--- config.mk ---
export PLATFORM = sky130hd
export DESIGN_NAME = sliding_average_temperature_filter
export DESIGN_NICKNAME = d
export VERILOG_FILES = /design/src/hdl/satf_pkg.sv /design/src/hdl/satf_ram.sv /design/src/hdl/satf_ctrl.sv /design/src/hdl/satf_datapath.sv /design/src/hdl/sliding_average_temperature_filter.sv
export SDC_FILE = /design/constraint.sdc
export NUM_CORES = 1
export LEC_CHECK = 0
export BUFFER_PORTS_ARGS = -buffer_cell sky130_fd_sc_hd__buf_4
export CAP_MARGIN = 20
export CORE_AREA = 2 2 216 218
export CTS_BUF_LIST = sky130_fd_sc_hd__clkbuf_8 sky130_fd_sc_hd__clkbuf_16
export CTS_CLUSTER_DIAMETER = 120
export CTS_CLUSTER_SIZE = 28
export DETAILED_ROUTE_END_ITERATION = 10
export DIE_AREA = 0 0 218 220
export HOLD_SLACK_MARGIN = 0.12
export PLACE_DENSITY_LB_ADDON = 0.15
export SETUP_SLACK_MARGIN = 0.02
export SLEW_MARGIN = 20
export SYNTH_ARGS = -nofsm -noshare
export SYNTH_HDL_FRONTEND = slang
export SYNTH_HIERARCHICAL = 1
export SYNTH_SLANG_ARGS = --single-unit
--- constraint.sdc ---
create_clock -name clk -period 7.6 [get_ports clk]
set_input_delay 1.14 -clock clk [delete_from_list [all_inputs] [get_ports clk]]
set_output_delay 1.14 -clock clk [all_outputs]
set_load 0.03 [all_outputs]
--- src/hdl/satf_pkg.sv ---
// Package for the sliding average temperature filter.
// Holds the window size, derived widths and the controller/datapath interface types.
// No dependencies.
package satf_pkg;

	// Number of samples held in the averaging window (1 to 256).
	localparam int WINDOW_LENGTH = 16;

	localparam int SAMPLE_W = 16;
	localparam int FAHR_W   = 17;
	localparam int PTR_W    = (WINDOW_LENGTH > 1) ? $clog2(WINDOW_LENGTH) : 1;
	localparam int CNT_W    = $clog2(WINDOW_LENGTH + 1);
	localparam int SUM_W    = SAMPLE_W + $clog2(WINDOW_LENGTH);
	// The divider quotient must also hold the 17-bit mean magnitude.
	localparam int DIV_W    = (SUM_W > FAHR_W) ? SUM_W : FAHR_W;
	localparam int DVS_W    = CNT_W;
	localparam int STEP_W   = $clog2(DIV_W);

	// |mean| * 9 + 2 stays below 2^19.
	localparam int FAHR_NUM_W = 19;
	// Division by five as a multiply by ceil(2^21 / 5) and a shift by 21; the
	// error term stays below one for every numerator under 2^19.
	localparam int FAHR_SHIFT = 21;

	// 32 degrees Fahrenheit in 1/16 degree units.
	localparam logic [FAHR_W-1:0]     FAHR_OFFSET = FAHR_W'(512);
	localparam logic [FAHR_NUM_W-1:0] FAHR_RECIP  = FAHR_NUM_W'(419431);
	localparam logic [FAHR_NUM_W-1:0] FAHR_ROUND  = FAHR_NUM_W'(2);

	typedef struct packed {
		logic capture;   // take the incoming word
		logic rd_old;    // read the slot about to be overwritten
		logic update;    // update sum, count, pointer and write the window
		logic setup_c;   // load the divider for the Celsius mean
		logic setup_f;   // latch the mean and its Fahrenheit quotient
		logic div_step;  // one restoring-division step
		logic out_load;  // load the output registers
	} satf_cmd_t;

	typedef struct packed {
		logic div_last;  // the current division step is the final one
	} satf_sts_t;

endpackage

--- src/hdl/satf_ram.sv ---
// Generic single-write, single-read RAM with registered read data.
// No dependencies.
module satf_ram #(
	parameter int WIDTH = 16,
	parameter int DEPTH = 16,
	localparam int AW = (DEPTH > 1) ? $clog2(DEPTH) : 1
) (
	input  logic             clk,
	input  logic             we,
	input  logic [AW-1:0]    waddr,
	input  logic [WIDTH-1:0] wdata,
	input  logic             re,
	input  logic [AW-1:0]    raddr,
	output logic [WIDTH-1:0] rdata
);

	logic [WIDTH-1:0] mem_q [DEPTH];

	always_ff @(posedge clk) begin
		if (we) begin
			mem_q[waddr] <= wdata;
		end
		if (re) begin
			rdata <= mem_q[raddr];
		end
	end

endmodule

--- src/hdl/satf_ctrl.sv ---
// Controller state machine of the sliding average temperature filter.
// Depends on satf_pkg for the command and status types.
module satf_ctrl (
	input  logic                clk,
	input  logic                arst_n,
	input  logic                in_valid,
	output logic                in_ready,
	output logic                out_valid,
	input  logic                out_ready,
	output satf_pkg::satf_cmd_t cmd,
	input  satf_pkg::satf_sts_t sts
);

	typedef enum logic [6:0] {
		ST_IDLE    = 7'b000_0001,
		ST_LOAD    = 7'b000_0010,
		ST_UPDATE  = 7'b000_0100,
		ST_SETUP_C = 7'b000_1000,
		ST_DIV_C   = 7'b001_0000,
		ST_SETUP_F = 7'b010_0000,
		ST_DONE    = 7'b100_0000
	} state_t;

	state_t state_q, state_d;
	logic   out_valid_q;
	logic   out_free;

	assign out_free  = !out_valid_q || out_ready;
	assign in_ready  = (state_q == ST_IDLE);
	assign out_valid = out_valid_q;

	always_comb begin
		state_d = state_q;
		cmd     = '0;
		unique case (state_q)
			ST_IDLE: begin
				if (in_valid) begin
					cmd.capture = 1'b1;
					state_d     = ST_LOAD;
				end
			end
			ST_LOAD: begin
				cmd.rd_old = 1'b1;
				state_d    = ST_UPDATE;
			end
			ST_UPDATE: begin
				cmd.update = 1'b1;
				state_d    = ST_SETUP_C;
			end
			ST_SETUP_C: begin
				cmd.setup_c = 1'b1;
				state_d     = ST_DIV_C;
			end
			ST_DIV_C: begin
				cmd.div_step = 1'b1;
				if (sts.div_last) begin
					state_d = ST_SETUP_F;
				end
			end
			ST_SETUP_F: begin
				cmd.setup_f = 1'b1;
				state_d     = ST_DONE;
			end
			ST_DONE: begin
				if (out_free) begin
					cmd.out_load = 1'b1;
					state_d      = ST_IDLE;
				end
			end
			default: begin
				state_d = ST_IDLE;
			end
		endcase
	end

	always_ff @(posedge clk or negedge arst_n) begin
		if (!arst_n) begin
			state_q     <= ST_IDLE;
			out_valid_q <= 1'b0;
		end else begin
			state_q <= state_d;
			if (cmd.out_load) begin
				out_valid_q <= 1'b1;
			end else if (out_ready) begin
				out_valid_q <= 1'b0;
			end
		end
	end

	// An accepted word always moves on to the window read.
	a_accept_to_load: assert property (@(posedge clk) disable iff (!arst_n)
		(in_valid && in_ready) |=> (state_q == ST_LOAD))
		else $error("accepted word did not start processing");

	// A finished result with a free output register is presented next cycle.
	a_done_presents: assert property (@(posedge clk) disable iff (!arst_n)
		(state_q == ST_DONE && out_free) |=> (out_valid_q && state_q == ST_IDLE))
		else $error("finished result was not presented");

	// The output register is loaded only when it is free.
	a_no_overwrite: assert property (@(posedge clk) disable iff (!arst_n)
		cmd.out_load |-> out_free)
		else $error("output register overwritten");

endmodule

--- src/hdl/satf_datapath.sv ---
// Datapath of the sliding average temperature filter: window RAM, running sum,
// fill count, a bit-serial restoring divider and a reciprocal multiplier by 1/5.
// Depends on satf_pkg and satf_ram.
module satf_datapath (
	input  logic                               clk,
	input  logic                               arst_n,
	input  logic signed [satf_pkg::SAMPLE_W-1:0] celsius_sample,
	output logic signed [satf_pkg::SAMPLE_W-1:0] celsius_average,
	output logic signed [satf_pkg::FAHR_W-1:0]   fahrenheit_average,
	input  satf_pkg::satf_cmd_t                cmd,
	output satf_pkg::satf_sts_t                sts
);

	localparam int SW = satf_pkg::SUM_W;
	localparam int DW = satf_pkg::DIV_W;
	localparam int VW = satf_pkg::DVS_W;
	localparam int PW = 2 * satf_pkg::FAHR_NUM_W;

	logic signed [satf_pkg::SAMPLE_W-1:0] sample_q;
	logic signed [satf_pkg::SAMPLE_W-1:0] old_sample;
	logic [satf_pkg::PTR_W-1:0]           pos_q;
	logic [satf_pkg::CNT_W-1:0]           fill_q;
	logic signed [SW-1:0]                 total_q;
	logic                                 full;

	// Divider state: quo_q shifts the numerator out and the quotient in.
	logic [DW-1:0]                  quo_q;
	logic [VW-1:0]                  rem_q;
	logic [VW-1:0]                  dvs_q;
	logic [satf_pkg::STEP_W-1:0]    step_q;
	logic                           neg_q;
	logic [VW:0]                    shifted;
	logic                           fits;

	logic signed [SW:0]             tot_ext;
	logic [SW-1:0]                  tot_mag;
	logic [DW-1:0]                  num_c;
	logic [satf_pkg::FAHR_W-1:0]    qmag;
	logic [satf_pkg::FAHR_NUM_W-1:0] num_f;
	logic [PW-1:0]                  prod_f;
	logic [satf_pkg::FAHR_W-1:0]    fq_q;
	logic signed [satf_pkg::SAMPLE_W-1:0] avg_q;
	logic [satf_pkg::FAHR_W-1:0]    fval;

	satf_ram #(
		.WIDTH (satf_pkg::SAMPLE_W),
		.DEPTH (satf_pkg::WINDOW_LENGTH)
	) u_window (
		.clk   (clk),
		.we    (cmd.update),
		.waddr (pos_q),
		.wdata (sample_q),
		.re    (cmd.rd_old),
		.raddr (pos_q),
		.rdata (old_sample)
	);

	assign full = (fill_q == satf_pkg::CNT_W'(satf_pkg::WINDOW_LENGTH));

	// Rounded magnitude numerator for the Celsius mean.
	assign tot_ext = {total_q[SW-1], total_q};
	assign tot_mag = SW'(total_q[SW-1] ? (-tot_ext) : tot_ext);
	assign num_c   = DW'(tot_mag) + DW'(fill_q >> 1);

	// |avg| * 9 + 2, then the division by five as a reciprocal multiply.
	assign qmag   = quo_q[satf_pkg::FAHR_W-1:0];
	assign num_f  = (satf_pkg::FAHR_NUM_W'(qmag) << 3) + satf_pkg::FAHR_NUM_W'(qmag)
		+ satf_pkg::FAHR_ROUND;
	assign prod_f = PW'(num_f) * PW'(satf_pkg::FAHR_RECIP);

	assign shifted = {rem_q, quo_q[DW-1]};
	assign fits    = (shifted >= {1'b0, dvs_q});
	assign sts.div_last = (step_q == '0);

	assign fval = (neg_q ? (-fq_q) : fq_q) + satf_pkg::FAHR_OFFSET;

	always_ff @(posedge clk or negedge arst_n) begin
		if (!arst_n) begin
			pos_q   <= '0;
			fill_q  <= '0;
			total_q <= '0;
		end else if (cmd.update) begin
			total_q <= total_q + SW'(sample_q) - (full ? SW'(old_sample) : SW'(0));
			if (!full) begin
				fill_q <= fill_q + satf_pkg::CNT_W'(1);
			end
			if (pos_q == satf_pkg::PTR_W'(satf_pkg::WINDOW_LENGTH - 1)) begin
				pos_q <= '0;
			end else begin
				pos_q <= pos_q + satf_pkg::PTR_W'(1);
			end
		end
	end

	always_ff @(posedge clk) begin
		if (cmd.capture) begin
			sample_q <= celsius_sample;
		end
		if (cmd.setup_c) begin
			quo_q  <= num_c;
			rem_q  <= '0;
			dvs_q  <= VW'(fill_q);
			neg_q  <= total_q[SW-1];
			step_q <= satf_pkg::STEP_W'(DW - 1);
		end else if (cmd.setup_f) begin
			avg_q  <= neg_q ? (-quo_q[15:0]) : quo_q[15:0];
			fq_q   <= prod_f[satf_pkg::FAHR_SHIFT +: satf_pkg::FAHR_W];
		end else if (cmd.div_step) begin
			rem_q  <= fits ? VW'(shifted - {1'b0, dvs_q}) : shifted[VW-1:0];
			quo_q  <= {quo_q[DW-2:0], fits};
			step_q <= step_q - satf_pkg::STEP_W'(1);
		end
		if (cmd.out_load) begin
			celsius_average    <= avg_q;
			fahrenheit_average <= fval;
		end
	end

	// The fill count never passes the window length.
	a_fill_bound: assert property (@(posedge clk) disable iff (!arst_n)
		fill_q <= satf_pkg::CNT_W'(satf_pkg::WINDOW_LENGTH))
		else $error("fill count overran window");

	// While filling, the write pointer equals the count of samples held.
	a_pos_tracks_fill: assert property (@(posedge clk) disable iff (!arst_n)
		!full |-> (satf_pkg::CNT_W'(pos_q) == fill_q))
		else $error("write pointer out of step with fill count");

	// The partial remainder stays below a nonzero divisor during division.
	a_rem_bound: assert property (@(posedge clk) disable iff (!arst_n)
		cmd.div_step |-> (rem_q < dvs_q && dvs_q != '0))
		else $error("divider remainder out of range");

endmodule

--- src/hdl/sliding_average_temperature_filter.sv ---
// Top level of the sliding average temperature filter.
// Depends on satf_pkg, satf_ctrl and satf_datapath (which holds satf_ram).
//
// Each accepted word is one Celsius sample in signed 1/16 degree units. The
// block keeps the last WINDOW_LENGTH samples (16 by default) in a small RAM,
// together with an exact running sum and a fill count that saturates at the
// window length. Every sample yields one result word: the window mean rounded
// to nearest (ties away from zero), which during warm-up is the mean of all
// samples seen since reset, and the same mean in Fahrenheit, computed as
// round(mean * 9 / 5) + 512, again in 1/16 degree units. After acceptance a
// word passes through the window read, the sum update and the divider load;
// the division by the fill count then runs one quotient bit per cycle through
// a restoring divider of DIV_W bits, followed by the Fahrenheit step (a
// reciprocal multiply by 1/5) and the load of the output register. The next
// sample is accepted in the cycle after the result is loaded, so no new
// sample is taken while one is still being processed. The result sits in
// an output register, so the next sample is accepted while a finished
// result still waits to be taken; a second finished result holds in_ready
// low until the first is taken. The window RAM needs no clearing after
// reset, since a slot's old value is used only once the window is full
// and every slot has been written.
module sliding_average_temperature_filter (
	input  logic                                 clk,
	input  logic                                 arst_n,
	input  logic                                 in_valid,
	output logic                                 in_ready,
	input  logic signed [satf_pkg::SAMPLE_W-1:0] celsius_sample,
	output logic                                 out_valid,
	input  logic                                 out_ready,
	output logic signed [satf_pkg::SAMPLE_W-1:0] celsius_average,
	output logic signed [satf_pkg::FAHR_W-1:0]   fahrenheit_average
);

	satf_pkg::satf_cmd_t cmd;
	satf_pkg::satf_sts_t sts;

	// The controller sequences read, update, the division and the conversion.
	satf_ctrl u_ctrl (
		.clk       (clk),
		.arst_n    (arst_n),
		.in_valid  (in_valid),
		.in_ready  (in_ready),
		.out_valid (out_valid),
		.out_ready (out_ready),
		.cmd       (cmd),
		.sts       (sts)
	);

	// The datapath owns the window, the sum, the divider and the output word.
	satf_datapath u_datapath (
		.clk                (clk),
		.arst_n             (arst_n),
		.celsius_sample     (celsius_sample),
		.celsius_average    (celsius_average),
		.fahrenheit_average (fahrenheit_average),
		.cmd                (cmd),
		.sts                (sts)
	);

endmodule

Word level (Yosys, flattened, before mapping)
Memories as Yosys holds them, arrays and structs flattened. A register that Yosys moved wholly into a read port is not among the register bits.
Index checks and enable logic that the tools add are counted.
{"block": "op_classes", "addsub": 13, "multipliers": 1, "order_cmp": 1, "eq_ne": 13, "muxes": 26, "n_bitwise": 3, "reduce_logical": 10}
{"cell": "$mux W20", "count": 5}
{"cell": "$pmux W7 S7", "count": 1}
{"cell": "$mul A19 B19 Y38 const B", "count": 1}
{"cell": "$mux W7", "count": 3}
{"cell": "$add A20 B16 Y20", "count": 1}
{"cell": "$add A20 B4 Y20", "count": 1}
{"cell": "$neg A20 Y20", "count": 1}
{"cell": "$sub A20 B20 Y20", "count": 1}
{"cell": "$add A19 B17 Y19", "count": 1}
{"cell": "$add A19 B2 Y19 const B", "count": 1}
{"cell": "$add A17 B10 Y17 const B", "count": 1}
{"cell": "$mux W17", "count": 1}
{"cell": "$neg A17 Y17", "count": 1}
{"cell": "$mux W16", "count": 1}
{"cell": "$neg A16 Y16", "count": 1}
{"cell": "$mux W1", "count": 13}
{"cell": "$reduce_and A2 Y1", "count": 4}
{"cell": "$eq A7 B1 Y1 const B", "count": 1}
{"cell": "$eq A7 B2 Y1 const B", "count": 1}
{"cell": "$eq A7 B3 Y1 const B", "count": 1}
{"cell": "$eq A7 B4 Y1 const B", "count": 1}
{"cell": "$eq A7 B5 Y1 const B", "count": 1}
{"cell": "$eq A7 B6 Y1 const B", "count": 1}
{"cell": "$eq A7 B7 Y1 const B", "count": 1}
{"cell": "17 further kinds", "count": 22}
{"block": "word_totals", "register_bits": 155, "ram_bits": 256, "inputBits": 20, "out_inout_bits": 35, "mem_count": 1}
{"memory": "u_datapath.u_window.mem_q", "depth": 16, "word_bits": 16, "rd": 1, "rd_clocked_by_memory_dff": 1, "wr": 1, "line": "satf_ram.sv:17", "rtl": "logic [WIDTH-1:0] mem_q [DEPTH];"}

Logic depth before layout (Yosys ltp)
Gate-level depths: netlist of the first run.
{"block": "depth", "word_depth": 5, "depth_mapped": 33}

By module
The synthesis of the first run kept the hierarchy.
{"module": "satf_datapath", "instances": 1, "cells_per_inst": 1506, "area_per_inst_um2": 15449.8, "seq_area_each_um2": 4169.0}
{"module": "satf_ram", "instances": 1, "cells_per_inst": 432, "area_per_inst_um2": 10203.5, "seq_area_each_um2": 8167.8}
{"module": "satf_ctrl", "instances": 1, "cells_per_inst": 46, "area_per_inst_um2": 493.0, "seq_area_each_um2": 201.4}

Worst setup path before layout of the first run
OpenSTA, ideal clock, no wires.
{"block": "synth_timing", "kind": "reg2reg", "start": "reg u_datapath.quo_q[0]", "end": "reg u_datapath/fq_q[9] (netlist name) (data pin)", "setup_ps": 258, "arrival_ps": 8133, "setup_slack_ps": -791, "path_stages_with_launch": 33, "period_less_slack_ps": 8391, "path_cell_list": "edfxtp_1 > ha_1 > a31o_2 > a21o_1 > a41oi_1 > nor2b_1 > o31a_1 > nor4_1 > o31a_1 > o21bai_1 > xnor2_1 > inv_1 > ha_1 > fa_1 > inv_1 > fa_1 > inv_1 > fa_1 > fa_1 > inv_1 > fa_1 > inv_1 > ha_1 > nand3_1 > nor3_1 > nor4_1 > a22oi_1 > o211a_1 > a311o_1 > a21oi_1 > o211ai_1 > a21oi_1 > xnor2_1"}
{"block": "synth_between", "elab_chain_cells": 3}
{"item": "from (decl)", "line": "satf_datapath.sv:27", "rtl": "logic [DW-1:0] quo_q;"}
{"item": "from (signal assigned)", "line": "satf_datapath.sv:100", "rtl": "quo_q <= num_c;"}
{"item": "from (signal assigned)", "line": "satf_datapath.sv:110", "rtl": "quo_q <= {quo_q[DW-2:0], fits};"}
{"item": "$add A19 B17 Y19", "line": "satf_datapath.sv:67", "rtl": "assign num_f = (satf_pkg::FAHR_NUM_W'(qmag) << 3) + satf_pkg::FAHR_NUM_W'(qmag)"}
{"item": "$add A19 B2 Y19", "line": "satf_datapath.sv:68", "rtl": "+ satf_pkg::FAHR_ROUND;"}
{"item": "$mul A19 B19 Y38", "line": "satf_datapath.sv:69", "rtl": "assign prod_f = PW'(num_f) * PW'(satf_pkg::FAHR_RECIP);"}
{"item": "net u_datapath.prod_f[30]", "line": "satf_datapath.sv:40", "rtl": "logic [PW-1:0] prod_f;"}
{"item": "to (signal assigned)", "line": "satf_datapath.sv:107", "rtl": "fq_q <= prod_f[satf_pkg::FAHR_SHIFT +: satf_pkg::FAHR_W];"}
{"item": "to (decl)", "line": "satf_datapath.sv:41", "rtl": "logic [satf_pkg::FAHR_W-1:0] fq_q;"}
The timed path passes the listed nets, and every way through them passes these cells.
A chain may end at the register's enable or synchronous reset.

Worst setup path in the final report of the first run
{"block": "layout_timing", "start": "reg u_datapath.quo_q[3]", "end": "reg u_datapath/fq_q[14] (netlist name) (data pin)"}
The elaborated chain is that of the path after synthesis.

==> results of run 1 <==
## worst paths after layout
check                           slack [ns]                       endpoint  depth (start not counted)                 from
worst max-delay path                 -0.27            u_datapath/fq_q[14]                         33  u_datapath/quo_q[3]
worst min-delay path                  0.43  u_datapath/celsius_average[4]                          0  u_datapath/avg_q[4]
worst max register to register       -0.27            u_datapath/fq_q[14]                         33  u_datapath/quo_q[3]
worst min register to register        0.43  u_datapath/celsius_average[4]                          0  u_datapath/avg_q[4]
max in group asynchronous             6.66            u_datapath/pos_q[0]                          1               arst_n
min in group asynchronous             0.53              u_ctrl/state_q[2]                          1               arst_n
## what timing repair did
action	CTS	global route
gates cloned	0	0
gates resized for setup	42	27
setup buffers	12	13
pin swaps	54	45
setup endpoints to repair	12	15
## power groups by stage
stage          clock network, mW  registers, mW  logic [mW]
3_3_place_gp                   0           3.23        5.59
3_5_place_dp                   0           3.25        5.76
6_report                    1.18           3.19        6.65
2_1_floorplan                  0           3.11        4.45
5_1_grt                     1.29           3.23        7.50
4_1_cts                     1.21           3.19        6.23
## metrics by stage
stage	setup WS [ns]	std cells	area (sq um)	hold slack (ns)
global route	-0.592	2781	29200	0.440
detailed placement	-0.654	2722	28200	0.406
CTS	-0.297	2768	29000	0.432
finish	-0.265	2781	29200	0.429
floorplan	-0.156	1984	26300	0.400
global placement	-0.411	2722	28200	0.402
## logic make-up after synthesis
| logic type | share of synthesized area [%] |
|---|---|
| fa+ha+maj | 21.8 |
| buf+inv | 5.61 |
| flops | 48.0 |
| simple gates | 6.90 |
| xor+xnor | 4.97 |
| mux | 6.58 |
| compound gates | 6.20 |
## layout by cell type (no fill, tap or decap), types with 12 or more instances in the layout
cell type | netlist | layout
sky130_fd_sc_hd__a21o_1 | 21 | 21
sky130_fd_sc_hd__nor2b_1 | 14 | 12
sky130_fd_sc_hd__buf_4 | 3 | 194
sky130_fd_sc_hd__xnor2_1 | 112 | 106
sky130_fd_sc_hd__fa_1 | 152 | 151
sky130_fd_sc_hd__a22oi_1 | 34 | 33
sky130_fd_sc_hd__xor2_1 | 32 | 32
sky130_fd_sc_hd__inv_1 | 336 | 335
sky130_fd_sc_hd__nand3_1 | 19 | 18
sky130_fd_sc_hd__clkbuf_16 | 0 | 19
sky130_fd_sc_hd__mux4_2 | 54 | 54
sky130_fd_sc_hd__o31ai_1 | 14 | 14
sky130_fd_sc_hd__edfxtp_1 | 380 | 380
sky130_fd_sc_hd__o21ai_0 | 59 | 56
sky130_fd_sc_hd__dfrtp_1 | 36 | 34
sky130_fd_sc_hd__mux2_2 | 16 | 16
sky130_fd_sc_hd__nand2_1 | 88 | 86
sky130_fd_sc_hd__ha_4 | 0 | 13
sky130_fd_sc_hd__ha_1 | 212 | 198
sky130_fd_sc_hd__a21oi_1 | 53 | 42
sky130_fd_sc_hd__and2_1 | 22 | 22
sky130_fd_sc_hd__nor3_1 | 22 | 16
sky130_fd_sc_hd__inv_2 | 1 | 14
sky130_fd_sc_hd__nand2b_1 | 22 | 21
sky130_fd_sc_hd__nor2_1 | 69 | 65
## critical path: cells and delay by family, from the launching register on
family	cells	cell delay, ns
and+or+nand+nor	7	0.85
adders and majority gates	8	3.32
xor gates and xnor gates	2	0.28
DFF	1	0.50
AOI/OAI and AO/OA	9	2.03
buffers and inverters	7	0.68
## Yosys cell counts, types with 5 or more instances
library cell	instances
sky130_fd_sc_hd__edfxtp_1	380
sky130_fd_sc_hd__inv_1	336
sky130_fd_sc_hd__ha_1	212
sky130_fd_sc_hd__fa_1	152
sky130_fd_sc_hd__xnor2_1	112
sky130_fd_sc_hd__nand2_1	88
sky130_fd_sc_hd__nor2_1	69
sky130_fd_sc_hd__o21ai_0	59
sky130_fd_sc_hd__mux4_2	54
sky130_fd_sc_hd__a21oi_1	53
sky130_fd_sc_hd__dfrtp_1	36
sky130_fd_sc_hd__a22oi_1	34
sky130_fd_sc_hd__xor2_1	32
sky130_fd_sc_hd__clkbuf_1	28
sky130_fd_sc_hd__and2_1	22
sky130_fd_sc_hd__nand2b_1	22
sky130_fd_sc_hd__nor3_1	22
sky130_fd_sc_hd__a21o_1	21
sky130_fd_sc_hd__nand3_1	19
sky130_fd_sc_hd__mux2_2	16
sky130_fd_sc_hd__nor2b_1	14
sky130_fd_sc_hd__o31ai_1	14
sky130_fd_sc_hd__dfxtp_1	10
sky130_fd_sc_hd__mux4_1	10
sky130_fd_sc_hd__nor4_1	10
sky130_fd_sc_hd__o21a_1	10
sky130_fd_sc_hd__nand4_1	9
sky130_fd_sc_hd__nor3b_1	9
sky130_fd_sc_hd__nand3b_1	7
sky130_fd_sc_hd__a211oi_1	6
sky130_fd_sc_hd__mux2i_1	6
sky130_fd_sc_hd__or3_1	6
sky130_fd_sc_hd__a31oi_1	5
sky130_fd_sc_hd__o41ai_1	5
sky130_fd_sc_hd__or3_4	5
## state kept, by name (all words and copies together) (netlist names)
| register | flops |
|---|---|
| u_datapath/neg_q | 1 |
| u_datapath/celsius_average | 16 |
| u_ctrl/state_q | 7 |
| u_datapath/fill_q | 5 |
| u_datapath/dvs_q | 5 |
| u_datapath/step_q | 5 |
| u_datapath/rem_q | 5 |
| u_ctrl/out_valid | 1 |
| u_datapath/sample_q | 16 |
| u_datapath/fahrenheit_average | 17 |
| u_datapath/avg_q | 16 |
| u_datapath/total_q | 20 |
| u_datapath/quo_q | 20 |
| u_datapath/fq_q | 17 |
| u_datapath/u_window/mem_q | 256 |
| u_datapath/u_window/rdata | 16 |
| u_datapath/pos_q | 4 |
## per-layer routing
layer,share of wire [%],wire (microns)
met5,0,0
met3,4.3,2360
met4,2.7,1480
met2,50,27400
met1,43,23700
## cell type report
| type | count | area (sq um) | area share, % |
|---|---|---|---|
| clock buffers | 19 | 475 | 1.63 |
| clock inverters | 15 | 78.8 | 0.270 |
| inverters | 337 | 1260 | 4.33 |
| multi-input cells | 1178 | 12600 | 43.1 |
| flip-flops and latches | 427 | 12500 | 42.9 |
| well taps | 607 | 759 | 2.60 |
| repair buffers | 198 | 1500 | 5.14 |
==> key figures, run 1 <==
Outcome
  – Result of the run: finished with violations
  – Failing checks: negative setup slack

STA
  – Final critical delay including setup and external delays: 7.87 ns
  – Max-slew headroom: 26.3%
  – Pin slew with the least headroom to its limit: 1.10 ns
  – Final-report max-slew violation count: 0
  – Final hold viol count: 0
  – Share of the cycle needed by the critical path after routing: 103%
  – Setup TNS: -1.86 ns
  – Post-Route Skew: 0.0302 ns
  – # setup viols final: 11
  – RSZ-0062 raised after global routing: true
  – Final worst slack: -0.265 ns
  – Highest clock frequency the design can meet: 127 MHz

Setup path
  – Largest incremental delay on the critical path: 0.55 ns
  – Cell with the largest stage delay on the worst path: sky130_fd_sc_hd__fa_1
  – Critical path's most frequent cell: sky130_fd_sc_hd__fa_1
  – Type of the setup path with the least slack: reg2reg
  – Setup crit end kind: flip-flop
  – Critical path startpoint category: flip-flop
  – Required time of the worst setup path: 7.92 ns
  – Critical Path AT: 8.18 ns
  – Critical path fanouts, max: 4

Cells and area
  – Nets: 2545
  – Count of fill cells added during filler insertion: 3477
  – Area Growth Syn to Fin: 11.8%
  – Final core occ: 63.8%
  – Antenna Cells: 0
  – Layout cell share with drive strength beyond 1: 18.5%

CTS
  – Clock transition at path regs: 0.12 ns
  – Cell at the root of the clock tree: sky130_fd_sc_hd__clkbuf_16
  – CTS tree: done
  – Number of buffers on the longest clock path: 3
  – Clock buffers created by TritonCTS: 19
  – Total clock sinks: 427
  – Maximum level of the CTS H-tree: 1
  – Worst-skew pair later-pin latency: 0.56 ns
  – Post-cts hold buffer count: 0

Floorplan
  – Num rows: 79
  – Die Y-Extent: 220 microns
  – Core Area: 0.0459 sq mm
  – Top-level I/O count: 55
  – Die width: 218 microns
  – Starting Density: 57.0%
  – Die footprint: 0.0480 sq mm

Global route
  – Overall track demand over capacity in global routing: 24.0%
  – Remaining global-route overflow: 0
  – Met1 capacity usage during global routing: 32.2%
  – Global-route layer with the greatest usage: met2
  – Maximum number of pins on one net before global-route repair: 76
  – Met3 Track Usage GR: 3.06%
  – Global-route wire length before repair: 88100 microns
  – Met2 track demand over resource in global routing: 41.4%
  – Via count of the first global-routing pass: 16100
  – Number of antenna violations at the first check in global routing: 0

Power
  – Power dissipated by switching net loads: 4.41 mW
  – Maximum resistive drop on vdd: 0.000358 V
  – Final total power: 11.0 mW
  – Logic gate share of total power: 60.4%
  – Standby leakage power: 12.0 nW
  – Power per cell area: 377 mW/mm^2
  – Part of the total power dissipated in the clock network: 10.7%
  – Sw frac: 40.0%
  – Internal power consumption: 6.61 mW
  – Sequential power share: 28.9%

Yosys
  – Share of synthesized flip-flops with an asynchronous set or reset: 8.67%
  – Post-synthesis area per instance: 13.2 sq um
  – Post-synth EDFFs: 380
  – Syn_nets: 2368
  – Number of cells produced by synthesis: 1984
  – Post-synth top flop: sky130_fd_sc_hd__edfxtp_1
  – Yosys warns: 6
  – Post-synthesis cell type count: 91
  – Synthesis-stage register bit count: 427
  – Area share of the largest cell type after synthesis: 43.6%
  – Post-synthesis instance area: 0.0261 sq mm
  – Part of the Yosys area used for sequential elements: 48.0%
  – Top cell type by total area after synthesis: sky130_fd_sc_hd__edfxtp_1
  – Cell types with the largest area share after synthesis: sky130_fd_sc_hd__edfxtp_1, sky130_fd_sc_hd__fa_1, sky130_fd_sc_hd__ha_1

Min path
  – Min-Delay Path Class: reg2reg

Route
  – Detailed Routing Iterations Pass 1: 5
  – Average wire length per cell after detail routing: 19.8 microns
  – Drt via density: 5.54
  – Post-route ant nets: 0
  – Vias after detailed routing: 15400
  – DRC viols: 0
  – DRT Wirelength: 55000 microns
  – Violation count after the first detailed-route iteration: 1004

Placed design
  – PortBufs: 54
  – Hpwl dp: 41400 microns
  – Placer congestion estimate: 0.933

Job
  – # Max-Cap Violations: 0
(Power assumes the default switching activity.)
==> run 2, diff against run 1 <==
--- a/config.mk
+++ b/config.mk
@@ -5,19 +5,19 @@
 export SDC_FILE = /design/constraint.sdc
 export NUM_CORES = 1
 export LEC_CHECK = 0
+export ABC_AREA = 1
 export BUFFER_PORTS_ARGS = -buffer_cell sky130_fd_sc_hd__buf_4
 export CAP_MARGIN = 20
-export CORE_AREA = 2 2 216 218
+export CORE_AREA = 2 2 222 224
 export CTS_BUF_LIST = sky130_fd_sc_hd__clkbuf_8 sky130_fd_sc_hd__clkbuf_16
 export CTS_CLUSTER_DIAMETER = 120
 export CTS_CLUSTER_SIZE = 28
 export DETAILED_ROUTE_END_ITERATION = 10
-export DIE_AREA = 0 0 218 220
+export DIE_AREA = 0 0 224 226
 export HOLD_SLACK_MARGIN = 0.12
 export PLACE_DENSITY_LB_ADDON = 0.15
 export SETUP_SLACK_MARGIN = 0.02
 export SLEW_MARGIN = 20
 export SYNTH_ARGS = -nofsm -noshare
 export SYNTH_HDL_FRONTEND = slang
-export SYNTH_HIERARCHICAL = 1
 export SYNTH_SLANG_ARGS = --single-unit
==> run 2 against run 1 <==
The run now ends clean. Global-route usage grew 4.0 points. Register-to-register slack gained 0.80 ns. Critical path type unchanged. Final area grew 1.4%. Largest cell class unchanged. Highest routed layer unchanged. Utilization shrank 2.4 points. Clock-buffer cell count grew 1. Final cell count grew 27%.
==> key figures, run 2 <==
Cells and area
  – Most frequent standard cell in the layout excluding fill and tap cells: sky130_fd_sc_hd__inv_1
  – Layout cell share with drive strength beyond 1: 6.98%
  – Antenna Cells: 0
  – Nets: 3265
  – Most frequent cells in the layout: sky130_fd_sc_hd__inv_1, sky130_fd_sc_hd__nand2_1, sky130_fd_sc_hd__edfxtp_1
  – Largest register FFs: 256
  – Top reg by flops: u_datapath.u_window.mem_q
  – Biggest registers after layout: u_datapath.u_window.mem_q (256), u_datapath.quo_q (20), u_datapath.total_q (20)
  – Area Growth Syn to Fin: 7.10%

Global route
  – Number of antenna violations at the first check in global routing: 0
  – Global-route wire length before repair: 109000 microns
  – Overall track demand over capacity in global routing: 28.0%
  – Via count of the first global-routing pass: 19300
  – Maximum number of pins on one net before global-route repair: 70
  – Remaining global-route overflow: 0

STA
  – Final hold viol count: 0
  – Share of the cycle needed by the critical path after routing: 92.9%
  – RSZ-0062 raised after global routing: false
  – Pin slew with the least headroom to its limit: 0.968 ns
  – Post-Route Skew: 0.0288 ns
  – Max-slew headroom: 35.4%
  – Final critical delay including setup and external delays: 7.06 ns
  – Worst hold-check slack: 0.427 ns
  – Final-report max-slew violation count: 0
  – Setup TNS: 0 ns
  – Highest clock frequency the design can meet: 142 MHz
  – # setup viols final: 0

CTS
  – Clock buffers created by TritonCTS: 20
  – Maximum level of the CTS H-tree: 1
  – Number of buffers on the longest clock path: 3
  – CTS tree: done
  – Clock transition at path regs: 0.12 ns
  – Worst-skew pair later-pin latency: 0.58 ns
  – Cell at the root of the clock tree: sky130_fd_sc_hd__clkbuf_16
  – Total clock sinks: 427
  – Post-cts hold buffer count: 0

Yosys
  – Part of the Yosys area used for sequential elements: 45.3%
  – Post-synthesis area per instance: 9.78 sq um
  – Top cell types by occurrence after synthesis: sky130_fd_sc_hd__inv_1, sky130_fd_sc_hd__nand2_1, sky130_fd_sc_hd__edfxtp_1, sky130_fd_sc_hd__nor2_1
  – Syn_nets: 3212
  – Yosys warns: 0
  – Post-synthesis instance area: 0.0277 sq mm
  – Post-synthesis cell type count: 60
  – Post-synth top flop: sky130_fd_sc_hd__edfxtp_1
  – Post-synth EDFFs: 380
  – Number of cells produced by synthesis: 2829
  – Cell types with the largest area share after synthesis: sky130_fd_sc_hd__edfxtp_1, sky130_fd_sc_hd__fa_1, sky130_fd_sc_hd__ha_1
  – Most frequent cell after synthesis: sky130_fd_sc_hd__inv_1
  – Top cell type by total area after synthesis: sky130_fd_sc_hd__edfxtp_1
  – Area share of the largest cell type after synthesis: 41.2%
  – Share of synthesized flip-flops with an asynchronous set or reset: 8.67%
  – Synthesis-stage register bit count: 427

Floorplan
  – Die width: 224 microns
  – Num rows: 81
  – Starting Density: 57.2%
  – Die Y-Extent: 226 microns
  – Core Area: 0.0483 sq mm
  – Top-level I/O count: 55
  – Die footprint: 0.0506 sq mm

Route
  – Violation count after the first detailed-route iteration: 1562
  – DRT Wirelength: 69900 microns
  – Detailed Routing Iterations Pass 1: 6
  – Average wire length per cell after detail routing: 19.9 microns
  – Vias after detailed routing: 20000
  – DRC viols: 0
  – Drt via density: 5.69
  – Post-route ant nets: 0

Min path
  – Cell depth of the worst hold path: 0
  – Hold-critical path endpoint: u_datapath.celsius_average[14]
  – Worst hold path startpoint: u_datapath.avg_q[14]
  – Min-Delay Path Class: reg2reg

Placed design
  – Hpwl dp: 52300 microns
  – Placer congestion estimate: 0.957
  – PortBufs: 54

Setup path
  – Largest incremental delay on the critical path: 0.55 ns
  – Worst reg2reg path startpoint: u_datapath.quo_q[5]
  – Number of cell instances on the worst register-to-register path: 26
  – Setup crit end kind: flip-flop
  – Critical Path AT: 7.38 ns
  – Cell with the largest stage delay on the worst path: sky130_fd_sc_hd__fa_1
  – Critical path startpoint category: flip-flop
  – Reg-to-Reg End: u_datapath.fq_q[16]
  – Required time of the worst setup path: 7.92 ns
  – Critical path fanouts, max: 6
  – Type of the setup path with the least slack: reg2reg
  – R2R Setup Slk: 0.54 ns

Outcome
  – Result of the run: finished, final reports clean

Job
  – # Max-Cap Violations: 0
run 2: changes by cell type in the layout (fill, tap and decap cells not counted), sizes merged, moves of 40 or more:
| cell | previous run | this run |
|---|---|---|
| nor2 | 72 | 309 |
| o22ai | 2 | 69 |
| nand3 | 20 | 110 |
| xor2 | 33 | 73 |
| o21ai | 62 | 230 |
| buf | 198 | 98 |
| xnor2 | 112 | 24 |
| mux4 | 64 | 0 |
| nand2 | 89 | 442 |
| inv | 352 | 496 |
run 2: timing repair:
item	4_1_cts	5_1_grt
buffers inserted	0	2
hold endpoints to repair	0	0
endpoints found under the setup margin	0	5
gates resized for setup	0	4
run 2: worst max-delay path by stage:
stage | endpoint | from | cells past startpoint
after floorplan | u_datapath.fq_q[8] | u_datapath.quo_q[2] | 30
after global placement | u_datapath.fq_q[16] | u_datapath.quo_q[9] | 26
after detailed placement | u_datapath.fq_q[16] | u_datapath.quo_q[9] | 26
after CTS | u_datapath.fq_q[16] | u_datapath.quo_q[5] | 27
after global routing | u_datapath.fq_q[8] | u_datapath.quo_q[2] | 30
final | u_datapath.fq_q[16] | u_datapath.quo_q[5] | 26
run 2: logic make-up after synthesis:
kind of cell,after synthesis,share of synthesized area (%)
AOI/OAI and AO/OA,434,8.87
DFF,427,45.3
adders and majority gates,363,20.4
and+or+nand+nor,956,14.6
buffers and inverters,551,7.55
xor gates and xnor gates,98,3.26
run 2: per-stage QoR:
step | worst slack [ns] | instances | utilization (%) | area, sq um
global route | 0.0470 | 3518 | 61.3 | 29600
detailed placement | 0.464 | 3480 | 59.9 | 29000
global placement | 0.463 | 3480 | 59.9 | 29000
floorplan | 1.22 | 2829 | - | 27700
CTS | 0.378 | 3516 | 61.2 | 29600
finish | 0.538 | 3518 | 61.3 | 29600
run 2: critical path, delay by kind of cell, from the launching register on:
family                     cells  cell delay (ns)
adders and majority gates      8             3.66
DFF                            1             0.53
buffers and inverters          4             0.44
xor gates and xnor gates       1             0.29
AOI/OAI and AO/OA              7             1.28
and+or+nand+nor                6             0.60
run 2: layer usage:
metal  vias up  global-route usage [%]  wire (microns)
li1       9474                       -               -
met1      9685                    37.3           29400
met2       720                    49.0           34600
met3       122                    2.64            3890
met4         0                    7.94            2030
met5         -                       0               0
run 2: area by class of cell:
cell class	instances	area, sq um
clock inverter	16	131
sequential	427	12500
clock buffer	20	500
multi-input combinational	1851	13100
timing repair buffer	98	736
fill	4095	18700
inverter	484	1820
tap	622	778
Power of run 2 is not shown: default switching activity piles up to over one toggle a cycle in this logic, so the estimate is an artifact.
==> run 3, diff against run 2 <==
--- a/config.mk
+++ b/config.mk
@@ -9,7 +9,7 @@
 export BUFFER_PORTS_ARGS = -buffer_cell sky130_fd_sc_hd__buf_4
 export CAP_MARGIN = 20
 export CORE_AREA = 2 2 222 224
-export CTS_BUF_LIST = sky130_fd_sc_hd__clkbuf_8 sky130_fd_sc_hd__clkbuf_16
+export CTS_BUF_LIST = sky130_fd_sc_hd__clkbuf_4 sky130_fd_sc_hd__clkbuf_8 sky130_fd_sc_hd__clkbuf_16
 export CTS_CLUSTER_DIAMETER = 120
 export CTS_CLUSTER_SIZE = 28
 export DETAILED_ROUTE_END_ITERATION = 10
==> run 3 against run 2 <==
Hold slack about the same. Sequential share of layout area shrank 0.064 points. Worst setup slack gained 0.0091 ns. First-iteration DRC count grew 12%. Critical endpoint unchanged. Routed wire length fell by 0.11%. Die area unchanged. Fmax is 0.13% higher. Via count is 0.24% lower. Highest routed layer unchanged. Final cell count unchanged. Utilization grew 0.093 points. Flip-flop and latch count did not move.
==> key figures, run 3 (synthesis results as in run 2) <==
Global route
  – Global-route layer with the greatest usage: met2
  – Remaining global-route overflow: 0
  – Overall track demand over capacity in global routing: 28.0%
  – Via count of the first global-routing pass: 19400
  – Met2 track demand over resource in global routing: 49.0%
  – Number of antenna violations at the first check in global routing: 0
  – Global-route wire length before repair: 109000 microns
  – Met1 capacity usage during global routing: 37.4%
  – Met3 Track Usage GR: 2.69%
  – Maximum number of pins on one net before global-route repair: 70

Route
  – Post-route ant nets: 0
  – Drt via density: 5.67
  – DRT Wirelength: 69800 microns
  – Detailed Routing Iterations Pass 1: 6
  – Vias after detailed routing: 20000
  – Average wire length per cell after detail routing: 19.8 microns
  – DRC viols: 0
  – Violation count after the first detailed-route iteration: 1745

Floorplan
  – Die footprint: 0.0506 sq mm
  – Die Y-Extent: 226 microns
  – Num rows: 81
  – Top-level I/O count: 55
  – Die width: 224 microns
  – Starting Density: 57.2%
  – Core Area: 0.0483 sq mm

Cells and area
  – Biggest registers after layout: u_datapath.u_window.mem_q (256), u_datapath.quo_q (20), u_datapath.total_q (20)
  – Largest register FFs: 256
  – Most frequent cells in the layout: sky130_fd_sc_hd__inv_1, sky130_fd_sc_hd__nand2_1, sky130_fd_sc_hd__edfxtp_1
  – Count of fill cells added during filler insertion: 4093
  – Layout cell share with drive strength beyond 1: 7.39%
  – Most frequent standard cell in the layout excluding fill and tap cells: sky130_fd_sc_hd__inv_1
  – Top reg by flops: u_datapath.u_window.mem_q
  – Antenna Cells: 0
  – Post-layout instance count excluding filler cells: 3518
  – Nets: 3265
  – Area Growth Syn to Fin: 7.26%

Placed design
  – Hpwl dp: 52300 microns
  – Setup slack after placement: 0.464 ns
  – PortBufs: 54
  – Instance count after placement with tap cells included: 3480
  – Placer congestion estimate: 0.957

STA
  – Final critical delay including setup and external delays: 7.05 ns
  – Highest clock frequency the design can meet: 142 MHz
  – Max-slew headroom: 35.5%
  – Setup TNS: 0 ns
  – RSZ-0062 raised after global routing: false
  – Post-Route Skew: 0.0263 ns
  – Share of the cycle needed by the critical path after routing: 92.8%
  – # setup viols final: 0
  – Final worst slack: 0.548 ns
  – Worst hold-check slack: 0.427 ns
  – Final hold viol count: 0
  – Final-report max-slew violation count: 0
  – Pin slew with the least headroom to its limit: 0.967 ns

Job
  – # Max-Cap Violations: 0

CTS
  – Worst-skew pair later-pin latency: 0.58 ns
  – CTS tree: done
  – Total clock sinks: 427
  – Clock buffers created by TritonCTS: 20
  – Cell at the root of the clock tree: sky130_fd_sc_hd__clkbuf_16
  – Clock transition at path regs: 0.12 ns
  – Number of buffers on the longest clock path: 3
  – Maximum level of the CTS H-tree: 1

Setup path
  – Worst reg2reg path startpoint: u_datapath.quo_q[5]
  – Largest incremental delay on the critical path: 0.55 ns
  – Required time of the worst setup path: 7.92 ns
  – Type of the setup path with the least slack: reg2reg
  – Critical path startpoint category: flip-flop
  – Launching instance or port of the critical path: u_datapath.quo_q[5]
  – Setup crit end kind: flip-flop
  – Critical path fanouts, max: 6
  – Critical Path AT: 7.38 ns
  – Cell with the largest stage delay on the worst path: sky130_fd_sc_hd__fa_1

Outcome
  – Result of the run: finished, final reports clean

Min path
  – Worst hold path startpoint: u_datapath.avg_q[14]
  – Min-Delay Path Class: reg2reg
run 3: layout make-up:
cell class	count	area (sq um)	area share (%)
inverter	484	1820	6.12
tap	622	778	2.62
clock inverter	4	86.3	0.291
timing repair buffer	98	736	2.48
clock buffer	32	591	1.99
multi-input combinational	1851	13100	44.2
sequential	427	12500	42.3
run 3: metal layers:
layer	vias up	share of wire (%)
met5	-	0
met4	0	3.0
met3	125	5.5
met2	733	50
met1	9621	42
li1	9473	-
run 3: repair_timing:
| item | 4_1_cts | 5_1_grt |
|---|---|---|
| setup buffers | 0 | 2 |
| setup endpoints to repair | 0 | 5 |
| hold buffers | 0 | 0 |
| endpoints found under the hold margin | 0 | 0 |
| gates resized for setup | 0 | 4 |
run 3: worst paths after layout:
check                                                 end  slack, ns  cells past startpoint
min in group asynchronous               u_ctrl.state_q[1]       0.52                      1
hold reg to reg            u_datapath.celsius_average[14]       0.43                      0
setup reg to reg                      u_datapath.fq_q[16]       0.55                     26
max in group asynchronous             u_datapath.pos_q[0]       6.70                      1
setup / recovery                      u_datapath.fq_q[16]       0.55                     26
hold / removal             u_datapath.celsius_average[14]       0.43                      0
run 3: through the flow:
| step | util, % | area [sq um] |
|---|---|---|
| after global routing | 61.4 | 29700 |
| after global placement | 59.9 | 29000 |
| after detailed placement | 59.9 | 29000 |
| after CTS | 61.3 | 29600 |
| after floorplan | - | 27700 |
| final | 61.4 | 29700 |
run 3: worst max-delay path: cells and delay by family (launching register included):
kind                     cells  cell delay [ns]
AO/OA/AOI/OAI                7             1.28
buffers and inverters        4             0.44
XOR/XNOR                     1             0.29
flip-flops                   1             0.53
adder cells (fa/ha/maj)      8             3.66
AND/OR/NAND/NOR              6             0.58
Power of run 3 is left out for the same reason.
